<file path="config.mk">
export PLATFORM = sky130hd
export DESIGN_NAME = forth_number_literal_parser
export DESIGN_NICKNAME = d
export VERILOG_FILES = /design/src/hw/rtl/fnlp_pkg.sv /design/src/hw/rtl/fnlp_front.sv /design/src/hw/rtl/fnlp_queue.sv /design/src/hw/rtl/fnlp_back.sv /design/src/hw/rtl/forth_number_literal_parser.sv
export SDC_FILE = /design/constraint.sdc
export NUM_CORES = 2
export LEC_CHECK = 0
export BUFFER_PORTS_ARGS = -buffer_cell sky130_fd_sc_hd__buf_2
export CELL_PAD_IN_SITES_DETAIL_PLACEMENT = 0
export CELL_PAD_IN_SITES_GLOBAL_PLACEMENT = 1
export CORE_UTILIZATION = 55
export DETAILED_ROUTE_END_ITERATION = 12
export PLACE_DENSITY = 0.84
export SLEW_MARGIN = 40
export SYNTH_ARGS = -nofsm -noshare
export SYNTH_HDL_FRONTEND = slang
export SYNTH_HIERARCHICAL = 1
export SYNTH_SLANG_ARGS = --single-unit
</file>
<file path="constraint.sdc">
create_clock -name i_clk -period 27.9 [get_ports i_clk]
set_input_delay 1.395 -clock i_clk [delete_from_list [all_inputs] [get_ports i_clk]]
set_output_delay 1.395 -clock i_clk [all_outputs]
set_load 0.02 [all_outputs]
</file>
<file path="src/hw/rtl/fnlp_pkg.sv">
// ============================================================================
// fnlp_pkg - shared types and constants of the number literal parser
// Item structs, the classified queue entry, character codes and radixes.
// ============================================================================
package fnlp_pkg;

    // Input item: one character of a word
    typedef struct packed {
        logic [7:0] ch;
        logic       last;
    } t_in_item;

    // Result item: one per word
    typedef struct packed {
        logic        valid_res;
        logic [31:0] value;
    } t_out_item;

    // Classified character as it travels from front to back
    typedef struct packed {
        logic [7:0] ch;
        logic       last;
        logic [5:0] dig;
        logic       dig_ok;
        logic       space;
    } t_cls;

    // Queue geometry
    localparam int QUEUE_DEPTH = 4;
    localparam int QUEUE_AW    = $clog2(QUEUE_DEPTH);
    localparam int QUEUE_CW    = $clog2(QUEUE_DEPTH + 1);

    // Radix values
    localparam logic [5:0] BASE_RESET = 6'd10;
    localparam logic [5:0] BASE_MIN   = 6'd2;
    localparam logic [5:0] BASE_MAX   = 6'd36;
    localparam logic [5:0] HEX_LIMIT  = 6'd33;
    localparam logic [5:0] RADIX_DEC  = 6'd10;
    localparam logic [5:0] RADIX_BIN  = 6'd2;
    localparam logic [5:0] RADIX_HEX  = 6'd16;

    // Character codes
    localparam logic [7:0] CH_PLUS    = 8'h2B;
    localparam logic [7:0] CH_MINUS   = 8'h2D;
    localparam logic [7:0] CH_AMP     = 8'h26;
    localparam logic [7:0] CH_HASH    = 8'h23;
    localparam logic [7:0] CH_PCT     = 8'h25;
    localparam logic [7:0] CH_DOLLAR  = 8'h24;
    localparam logic [7:0] CH_QUOTE   = 8'h27;
    localparam logic [7:0] CH_SPACE   = 8'h20;
    localparam logic [7:0] CH_TAB     = 8'h09;
    localparam logic [7:0] CH_CR      = 8'h0D;
    localparam logic [7:0] CH_ZERO    = 8'h30;
    localparam logic [7:0] CH_NINE    = 8'h39;
    localparam logic [7:0] CH_LOW_A   = 8'h61;
    localparam logic [7:0] CH_LOW_B   = 8'h62;
    localparam logic [7:0] CH_LOW_H   = 8'h68;
    localparam logic [7:0] CH_LOW_X   = 8'h78;
    localparam logic [7:0] CH_LOW_Z   = 8'h7A;
    localparam logic [7:0] CH_UP_A    = 8'h41;
    localparam logic [7:0] CH_UP_X    = 8'h58;
    localparam logic [7:0] CH_UP_Z    = 8'h5A;
    localparam logic [7:0] LETTER_OFS = 8'd10;

endpackage

</file>
<file path="src/hw/rtl/fnlp_front.sv">
// ============================================================================
// fnlp_front - input side of the number literal parser
// Accepts characters, classifies them as digits and white space, pushes
// them into the queue, and holds the default base register.
// ============================================================================
module fnlp_front (
    input  logic             i_clk,
    input  logic             i_rst_n,
    input  logic             i_in_valid,
    output logic             o_in_stall,
    input  fnlp_pkg::t_in_item i_in_item,
    input  logic             i_cfg_valid,
    output logic             o_cfg_ready,
    input  logic [5:0]       i_cfg_data,
    output logic [5:0]       o_base,
    input  logic             i_full,
    output logic             o_push,
    output fnlp_pkg::t_cls   o_push_item
);
    import fnlp_pkg::*;

    logic [5:0] r_base;
    logic [7:0] w_ch;
    logic [7:0] w_dig8;

    // Stall whenever the queue has no room
    assign o_in_stall  = i_full;
    assign o_push      = i_in_valid && !i_full;
    assign o_cfg_ready = 1'b1;
    assign o_base      = r_base;

    // Classify the character
    assign w_ch = i_in_item.ch;

    always_comb begin
        o_push_item.ch     = w_ch;
        o_push_item.last   = i_in_item.last;
        o_push_item.dig_ok = 1'b1;
        w_dig8             = 8'd0;
        if (w_ch >= CH_ZERO && w_ch <= CH_NINE) begin
            w_dig8 = w_ch - CH_ZERO;
        end else if (w_ch >= CH_LOW_A && w_ch <= CH_LOW_Z) begin
            w_dig8 = w_ch - CH_LOW_A + LETTER_OFS;
        end else if (w_ch >= CH_UP_A && w_ch <= CH_UP_Z) begin
            w_dig8 = w_ch - CH_UP_A + LETTER_OFS;
        end else begin
            o_push_item.dig_ok = 1'b0;
        end
        o_push_item.dig   = w_dig8[5:0];
        o_push_item.space = (w_ch == CH_SPACE) || (w_ch >= CH_TAB && w_ch <= CH_CR);
    end

    // Hold the default base; drop writes outside the legal range
    always_ff @(posedge i_clk) begin
        if (!i_rst_n) begin
            r_base <= BASE_RESET;
        end else if (i_cfg_valid && i_cfg_data >= BASE_MIN && i_cfg_data <= BASE_MAX) begin
            r_base <= i_cfg_data;
        end
    end

endmodule

</file>
<file path="src/hw/rtl/fnlp_queue.sv">
// ============================================================================
// fnlp_queue - classified character queue
// Short first-in first-out buffer that decouples the front from the back.
// ============================================================================
module fnlp_queue (
    input  logic           i_clk,
    input  logic           i_rst_n,
    input  logic           i_push,
    input  fnlp_pkg::t_cls i_push_item,
    output logic           o_full,
    input  logic           i_pop,
    output logic           o_empty,
    output fnlp_pkg::t_cls o_head
);
    import fnlp_pkg::*;

    t_cls                r_mem [QUEUE_DEPTH];
    logic [QUEUE_AW-1:0] r_wr_ptr;
    logic [QUEUE_AW-1:0] r_rd_ptr;
    logic [QUEUE_CW-1:0] r_count;

    assign o_full  = (r_count == QUEUE_CW'(QUEUE_DEPTH));
    assign o_empty = (r_count == '0);
    assign o_head  = r_mem[r_rd_ptr];

    // Store entries
    always_ff @(posedge i_clk) begin
        if (i_push) begin
            r_mem[r_wr_ptr] <= i_push_item;
        end
    end

    // Advance pointers and count
    always_ff @(posedge i_clk) begin
        if (!i_rst_n) begin
            r_wr_ptr <= '0;
            r_rd_ptr <= '0;
            r_count  <= '0;
        end else begin
            if (i_push) begin
                r_wr_ptr <= r_wr_ptr + 1'b1;
            end
            if (i_pop) begin
                r_rd_ptr <= r_rd_ptr + 1'b1;
            end
            if (i_push && !i_pop) begin
                r_count <= r_count + 1'b1;
            end else if (!i_push && i_pop) begin
                r_count <= r_count - 1'b1;
            end
        end
    end

    a_count_bound: assert property (@(posedge i_clk) disable iff (!i_rst_n)
        r_count <= QUEUE_CW'(QUEUE_DEPTH))
        else $error("queue count past depth");

    a_no_pop_empty: assert property (@(posedge i_clk) disable iff (!i_rst_n)
        i_pop |-> !o_empty)
        else $error("pop from empty queue");

endmodule

</file>
<file path="src/hw/rtl/fnlp_back.sv">
// ============================================================================
// fnlp_back - parse engine of the number literal parser
// Walks the word grammar one character per cycle when not stalled, accumulates
// digits into a 64-bit magnitude and registers one result per word.
// ============================================================================
module fnlp_back (
    input  logic              i_clk,
    input  logic              i_rst_n,
    input  logic [5:0]        i_base,
    input  logic              i_empty,
    input  fnlp_pkg::t_cls    i_head,
    output logic              o_pop,
    output logic              o_out_valid,
    input  logic              i_out_stall,
    output fnlp_pkg::t_out_item o_out_item
);
    import fnlp_pkg::*;

    typedef enum logic [3:0] {
        PH_SIGN, PH_PREFIX, PH_PZERO, PH_WS, PH_ISIGNED, PH_IZERO,
        PH_IX, PH_DIGITS, PH_Q1, PH_Q2, PH_Q3
    } t_phase;

    t_phase      r_phase, n_phase;
    logic        r_neg_o, n_neg_o;
    logic        r_neg_i, n_neg_i;
    logic [5:0]  r_radix, n_radix;
    logic [63:0] r_acc, n_acc;
    logic        r_failed, n_failed;
    logic        r_seen, n_seen;
    logic [7:0]  r_code, n_code;
    logic        r_out_valid;
    t_out_item   r_out_item, n_out_item;

    logic        n_again;
    logic        n_do_digit;
    logic [7:0]  w_c;
    logic [69:0] w_prod;
    logic [70:0] w_sum;
    logic [31:0] w_mag;
    logic        w_neg;

    assign w_c = i_head.ch;

    // Pop when the item leaves no result, or the output register can take one
    assign o_pop = !i_empty && (!i_head.last || !r_out_valid || !i_out_stall);

    // Walk the grammar phases this character passes through
    always_comb begin
        n_phase    = r_phase;
        n_neg_o    = r_neg_o;
        n_neg_i    = r_neg_i;
        n_radix    = r_radix;
        n_acc      = r_acc;
        n_failed   = r_failed;
        n_seen     = r_seen;
        n_code     = r_code;
        n_again    = 1'b1;
        n_do_digit = 1'b0;
        for (int i = 0; i < 5; i++) begin
            if (n_again && !n_failed) begin
                n_again = 1'b0;
                case (n_phase)
                    PH_SIGN: begin
                        n_radix = i_base;
                        n_phase = PH_PREFIX;
                        if (w_c == CH_MINUS) begin
                            n_neg_o = 1'b1;
                        end else if (w_c != CH_PLUS) begin
                            n_again = 1'b1;
                        end
                    end
                    PH_PREFIX: begin
                        if (w_c == CH_AMP || w_c == CH_HASH) begin
                            n_radix = RADIX_DEC;
                            n_phase = PH_WS;
                        end else if (w_c == CH_LOW_B || w_c == CH_PCT) begin
                            n_radix = RADIX_BIN;
                            n_phase = PH_WS;
                        end else if (w_c == CH_LOW_H || w_c == CH_DOLLAR) begin
                            if (i_base >= HEX_LIMIT) begin
                                n_failed = 1'b1;
                            end else begin
                                n_radix = RADIX_HEX;
                                n_phase = PH_WS;
                            end
                        end else if (w_c == CH_ZERO) begin
                            n_phase = PH_PZERO;
                        end else if (w_c == CH_QUOTE) begin
                            n_phase = PH_Q1;
                        end else begin
                            n_phase = PH_WS;
                            n_again = 1'b1;
                        end
                    end
                    PH_PZERO: begin
                        if (w_c == CH_LOW_X) begin
                            if (i_base >= HEX_LIMIT) begin
                                n_failed = 1'b1;
                            end else begin
                                n_radix = RADIX_HEX;
                                n_phase = PH_WS;
                            end
                        end else begin
                            // Lone zero counts as a digit; magnitude is still zero
                            n_seen  = 1'b1;
                            n_phase = (n_radix == RADIX_HEX) ? PH_IZERO : PH_DIGITS;
                            n_again = 1'b1;
                        end
                    end
                    PH_WS: begin
                        if (!i_head.space) begin
                            n_phase = PH_ISIGNED;
                            if (w_c == CH_MINUS) begin
                                n_neg_i = 1'b1;
                            end else if (w_c != CH_PLUS) begin
                                n_again = 1'b1;
                            end
                        end
                    end
                    PH_ISIGNED: begin
                        if (n_radix == RADIX_HEX && w_c == CH_ZERO) begin
                            n_seen  = 1'b1;
                            n_phase = PH_IZERO;
                        end else begin
                            n_phase = PH_DIGITS;
                            n_again = 1'b1;
                        end
                    end
                    PH_IZERO: begin
                        if (w_c == CH_LOW_X || w_c == CH_UP_X) begin
                            n_phase = PH_IX;
                        end else begin
                            n_phase = PH_DIGITS;
                            n_again = 1'b1;
                        end
                    end
                    PH_IX: begin
                        if (i_head.dig_ok && i_head.dig < RADIX_HEX) begin
                            n_phase = PH_DIGITS;
                            n_again = 1'b1;
                        end else begin
                            n_failed = 1'b1;
                        end
                    end
                    PH_DIGITS: begin
                        n_do_digit = 1'b1;
                    end
                    PH_Q1: begin
                        n_code  = w_c;
                        n_phase = PH_Q2;
                    end
                    PH_Q2: begin
                        if (w_c == CH_QUOTE) begin
                            n_phase = PH_Q3;
                        end else begin
                            n_failed = 1'b1;
                        end
                    end
                    default: begin
                        n_failed = 1'b1;
                    end
                endcase
            end
        end

        // Multiply-add one digit, flag overflow past 64 bits
        w_prod = {6'd0, r_acc} * {64'd0, n_radix};
        w_sum  = {1'b0, w_prod} + {65'd0, i_head.dig};
        if (n_do_digit) begin
            if (!i_head.dig_ok || i_head.dig >= n_radix) begin
                n_failed = 1'b1;
            end else if (w_sum[70:64] != 7'd0) begin
                n_failed = 1'b1;
            end else begin
                n_acc  = w_sum[63:0];
                n_seen = 1'b1;
            end
        end
    end

    // Form the word result
    always_comb begin
        n_out_item.valid_res = 1'b0;
        w_mag                = 32'd0;
        w_neg                = 1'b0;
        if (!n_failed) begin
            if (n_phase == PH_Q2 || n_phase == PH_Q3) begin
                n_out_item.valid_res = 1'b1;
                w_mag                = {24'd0, n_code};
                w_neg                = n_neg_o;
            end else if ((n_phase == PH_PZERO || n_phase == PH_IZERO ||
                          n_phase == PH_DIGITS) && n_seen) begin
                n_out_item.valid_res = 1'b1;
                w_mag                = (n_phase == PH_PZERO) ? 32'd0 : n_acc[31:0];
                w_neg                = n_neg_o ^ n_neg_i;
            end
        end
        n_out_item.value = w_neg ? (32'd0 - w_mag) : w_mag;
    end

    // Hold word state and the output register
    always_ff @(posedge i_clk) begin
        if (!i_rst_n) begin
            r_phase     <= PH_SIGN;
            r_neg_o     <= 1'b0;
            r_neg_i     <= 1'b0;
            r_radix     <= BASE_RESET;
            r_acc       <= 64'd0;
            r_failed    <= 1'b0;
            r_seen      <= 1'b0;
            r_code      <= 8'd0;
            r_out_valid <= 1'b0;
        end else begin
            if (o_pop && i_head.last) begin
                r_phase     <= PH_SIGN;
                r_neg_o     <= 1'b0;
                r_neg_i     <= 1'b0;
                r_radix     <= BASE_RESET;
                r_acc       <= 64'd0;
                r_failed    <= 1'b0;
                r_seen      <= 1'b0;
                r_code      <= 8'd0;
                r_out_valid <= 1'b1;
                r_out_item  <= n_out_item;
            end else begin
                if (o_pop) begin
                    r_phase  <= n_phase;
                    r_neg_o  <= n_neg_o;
                    r_neg_i  <= n_neg_i;
                    r_radix  <= n_radix;
                    r_acc    <= n_acc;
                    r_failed <= n_failed;
                    r_seen   <= n_seen;
                    r_code   <= n_code;
                end
                if (!i_out_stall) begin
                    r_out_valid <= 1'b0;
                end
            end
        end
    end

    assign o_out_valid = r_out_valid;
    assign o_out_item  = r_out_item;

    a_invalid_zero: assert property (@(posedge i_clk) disable iff (!i_rst_n)
        (r_out_valid && !r_out_item.valid_res) |-> (r_out_item.value == 32'd0))
        else $error("invalid word with nonzero value");

    a_radix_range: assert property (@(posedge i_clk) disable iff (!i_rst_n)
        (r_phase != PH_SIGN) |-> (r_radix >= BASE_MIN && r_radix <= BASE_MAX))
        else $error("radix out of range inside a word");

endmodule

</file>
<file path="src/hw/rtl/forth_number_literal_parser.sv">
// ============================================================================
// forth_number_literal_parser - ASCII radix number parser, top level
// Parses a word, one character per item, into a 32-bit cell.
// ============================================================================
//
//  channel | direction | handshake                    | payload
//  --------+-----------+------------------------------+--------------------------
//  in      | input     | i_in_valid / o_in_stall      | i_in_item  (ch, last)
//  out     | output    | o_out_valid / i_out_stall    | o_out_item (valid_res, value)
//  cfg     | input     | i_cfg_valid / o_cfg_ready    | i_cfg_data (default_base)
//
//  One character per cycle is sustained unless a stalled result fills the
//  queue; the parse engine walks all grammar phases of a character and one
//  64x6 multiply-add combinationally. A word's result passes through the
//  queue and then the output register after its last character is accepted.
//  Reset is synchronous, active low; it sets the default base to ten and
//  empties the queue. The four-entry queue lets input accept while the
//  output is stalled; a stalled result only blocks the next last character.
//
module forth_number_literal_parser (
    input  logic                i_clk,
    input  logic                i_rst_n,
    input  logic                i_in_valid,
    output logic                o_in_stall,
    input  fnlp_pkg::t_in_item  i_in_item,
    output logic                o_out_valid,
    input  logic                i_out_stall,
    output fnlp_pkg::t_out_item o_out_item,
    input  logic                i_cfg_valid,
    output logic                o_cfg_ready,
    input  logic [5:0]          i_cfg_data
);
    import fnlp_pkg::*;

    logic [5:0] w_base;
    logic       w_full;
    logic       w_push;
    t_cls       w_push_item;
    logic       w_pop;
    logic       w_empty;
    t_cls       w_head;

    // Accept and classify characters
    fnlp_front u_front (
        .i_clk       (i_clk),
        .i_rst_n     (i_rst_n),
        .i_in_valid  (i_in_valid),
        .o_in_stall  (o_in_stall),
        .i_in_item   (i_in_item),
        .i_cfg_valid (i_cfg_valid),
        .o_cfg_ready (o_cfg_ready),
        .i_cfg_data  (i_cfg_data),
        .o_base      (w_base),
        .i_full      (w_full),
        .o_push      (w_push),
        .o_push_item (w_push_item)
    );

    // Buffer classified items
    fnlp_queue u_queue (
        .i_clk       (i_clk),
        .i_rst_n     (i_rst_n),
        .i_push      (w_push),
        .i_push_item (w_push_item),
        .o_full      (w_full),
        .i_pop       (w_pop),
        .o_empty     (w_empty),
        .o_head      (w_head)
    );

    // Parse and deliver results
    fnlp_back u_back (
        .i_clk       (i_clk),
        .i_rst_n     (i_rst_n),
        .i_base      (w_base),
        .i_empty     (w_empty),
        .i_head      (w_head),
        .o_pop       (w_pop),
        .o_out_valid (o_out_valid),
        .i_out_stall (i_out_stall),
        .o_out_item  (o_out_item)
    );

endmodule
</file>
==> results.json <==
{
  "status": "completed",
  "hold-path-cell-count": 2,
  "synth_most_common_cell": "and2_1",
  "crit_path_end_kind": "flop",
  "ys_ff_latch": 203,
  "dp_slack_ps": 14940,
  "yosysTopAreaCellShare_pct": 20.73,
  "intPower_mw": 0.8102,
  "dieArea_um2": 45260,
  "path_class": "reg2reg",
  "start_kind": "flop",
  "synth_area_um2": 24430,
  "grt_pass1_wl_um": 108900,
  "clkLatencyLatePin_ps": 590,
  "synth_common_cells": "316 x and2_1, 289 x nand2_1, 253 x fa_1, 191 x a21oi_1, 170 x ha_1",
  "layout.area.seq_um2": 5076,
  "finClkSkew_ps": 31.95,
  "syn-num-nets": 3134,
  "post-route-min-period_ps": 13160,
  "cts.htree.levels": 1,
  "combPwrFrac_pct": 54.1,
  "placed_cells": 3196,
  "vias": 20050,
  "cts.sinks": 203,
  "die_y_um": 212.8,
  "sw_frac_of_total_pct": 49.77,
  "tritoncts": "done",
  "tightest_slew_ps": 824.7,
  "synth_edf_count": 101,
  "timing.final.crit_share_pct": 47.16,
  "clk_path_buf_depth": 3,
  "grt-ovfl-total": 0,
  "grt_util_all_layers_pct": 30.33,
  "slew_headroom_pct": 43.44,
  "rows": 76,
  "cpMostUsedCell": "fa_1",
  "r2r_cells": 37,
  "timing.fmax_mhz": 76.01,
  "setup_slack_ps": 14740,
  "ys_warn_count": 6,
  "finalWirelength_um": 66560,
  "ys_seq_area_share_pct": 20.77,
  "cts_setup_buffers": 0,
  "worst_ep_required_time_ps": 28220,
  "avgSynthCellArea_um2": 9.078,
  "synthFlopType": "dfxtp_1",
  "critPathArrivalTime_ps": 13470,
  "cp_slowest_stage_delay_ps": 790,
  "switchingPower_mw": 0.8029,
  "die_width_um": 212.8,
  "yosysTopAreaCell": "fa_1",
  "cts_root_buffer": "clkbuf_16",
  "rsz0062_at_grt": "no",
  "area_delta_synth_final_pct": 6.161,
  "multiInputGateArea_um2": 18440,
  "setup_viol": 0,
  "maxSlewViolCount": 0,
  "start_util_pct": 56.22,
  "nFillCells": 3825,
  "final_nets": 3083,
  "final_cells": 3246,
  "ir_drop_mv": 0.1318,
  "antenna_found_initial": 0,
  "grt_pass1_vias": 20270,
  "hold_buffers": 0,
  "clock_power_share_pct": 21.8,
  "diodes": 0,
  "synthCells": 2691,
  "place.port_buffers": 54,
  "clkTransAtPathRegs_ps": 60,
  "gp_congestion": 0.9090,
  "drive_above_1_share_pct": 6.990,
  "drtIter0Drc": 1593,
  "leakagePower_nw": 11.82,
  "pwr_density_cell_nw_per_um2": 62.20,
  "drc": 0,
  "cp_max_fo": 66,
  "core_region_area_um2": 43460,
  "post-route-util_pct": 59.68,
  "p_seq_share_pct": 24.1,
  "cts_resized": 0,
  "synth.distinct_cells": 97,
  "ant_nets": 0,
  "avgViaCountPerCell": 6.176,
  "io_pins": 56,
  "cts-buffers-inserted": 27,
  "grt_start_max_net_pins": 85,
  "synth_area_leaders": "fa_1 21%, edfxtp_1 12%, ha_1 8.7%",
  "drv_cap": 0,
  "cpMaxStageDelayCell": "mux4_1",
  "dr.pass1.iters": 7,
  "post-dp-hpwl_um": 49740,
  "worst_hold_slack_ps": 454.8,
  "synthArstFlopShare_pct": 0,
  "setup_tns_ps": 0,
  "hold_path.class": "reg2reg",
  "hold_viol": 0,
  "routedWlPerCell_um": 20.51
}
cell type report:
class,count,share of cell area (%)
Sequential cell,203,19.57
Inverter,104,1.505
Tap cell,585,2.822
Multi-Input combinational cell,2231,71.10
Clock buffer,36,2.774
Timing Repair Buffer,73,1.592
Clock inverter,14,0.6368
logic make-up (layout without fill, tap and decap cells):
| family | Yosys count | after routing | share of synthesized area [%] |
|---|---|---|---|
| AO/OA/AOI/OAI | 551 | 551 | 14.79 |
| multiplexers | 69 | 69 | 3.872 |
| AND/OR/NAND/NOR | 1104 | 1104 | 23.82 |
| flip-flops | 203 | 203 | 20.77 |
| XOR/XNOR | 83 | 83 | 2.976 |
| buffers and inverters | 257 | 227 | 4.318 |
| adder cells (fa/ha/maj) | 423 | 423 | 29.44 |
| other | 1 | 1 | 0.01535 |
placed cells by master (no fill, tap or decap), types with 10 or more instances in the layout:
cell type / count
nand3_1: 53
nand4_1: 33
mux2i_1: 45
nor2_1: 158
o21ai_0: 83
or4_1: 10
a31oi_1: 27
fa_1: 253
and3_1: 15
edfxtp_1: 101
o211ai_1: 14
a21o_1: 35
nand2_1: 287
ha_1: 170
a211o_1: 12
o21bai_1: 15
nand2b_1: 20
mux4_2: 10
dfxtp_1: 101
and2_1: 312
a21oi_1: 188
buf_2: 54
nor3_1: 52
inv_1: 103
clkbuf_16: 27
xor2_1: 31
nor2b_1: 80
nor4_1: 16
xnor2_1: 52
nor3b_1: 10
buf_4: 19
a211oi_1: 19
o21a_1: 16
flip-flops by register name, indices dropped and copies added, names as in the netlist, named ones only:
signal and cells:
u_queue/r_mem 68, u_back/r_acc 64, u_back/o_out_item 33, u_back/r_code 8
u_back/r_radix 6, u_front/o_base 6, u_back/r_phase 4, u_queue/r_count 3
u_queue/r_rd_ptr 2, u_queue/r_wr_ptr 2, u_back/o_out_valid 1, u_back/r_failed 1
u_back/r_neg_i 1, u_back/r_neg_o 1, u_back/r_seen 1
critical path: cells and delay by family (launching register included):
| family | cells | cell delay, ps |
|---|---|---|
| muxes | 1 | 790 |
| xor gates and xnor gates | 1 | 170 |
| adders and majority gates | 6 | 2600 |
| and+or+nand+nor | 12 | 3880 |
| AOI/OAI and AO/OA | 13 | 3960 |
| DFF | 1 | 680 |
| buffers and inverters | 4 | 800 |
power by group through the flow:
stage / logic, mW / registers, mW / clock network (mW)
after global placement: 0.844 / 0.393 / 0
after CTS: 0.855 / 0.388 / 0.359
after floorplan: 0.605 / 0.381 / 0
after global routing: 0.946 / 0.393 / 0.372
final: 0.873 / 0.388 / 0.352
after detailed placement: 0.852 / 0.394 / 0
worst paths after layout:
kind,startpoint,endpoint,slack [ps]
max,flop,u_back/o_out_item[12]$_DFFE_PP_,14740
min,u_back/r_code[6]$_SDFFE_PP0P_,u_back/r_code[6]$_SDFFE_PP0P_,450
max reg2reg,flop,u_back/o_out_item[12]$_DFFE_PP_,14740
min reg2reg,u_back/r_code[6]$_SDFFE_PP0P_,u_back/r_code[6]$_SDFFE_PP0P_,450
per-stage QoR:
step,total power [mW],area [um^2]
after detailed placement,1.246,25030
after global placement,1.237,25010
after CTS,1.601,25920
after global routing,1.710,25930
final,1.613,25930
after floorplan,0.9858,24430
routing by layer:
metal  share of wire, %  global-route usage, %
met1                 46                  43.20
met2                 46                  47.81
met3                6.3                  4.971
met4                2.3                  8.063
met5                  0                      0
(Power assumes the default switching activity.)
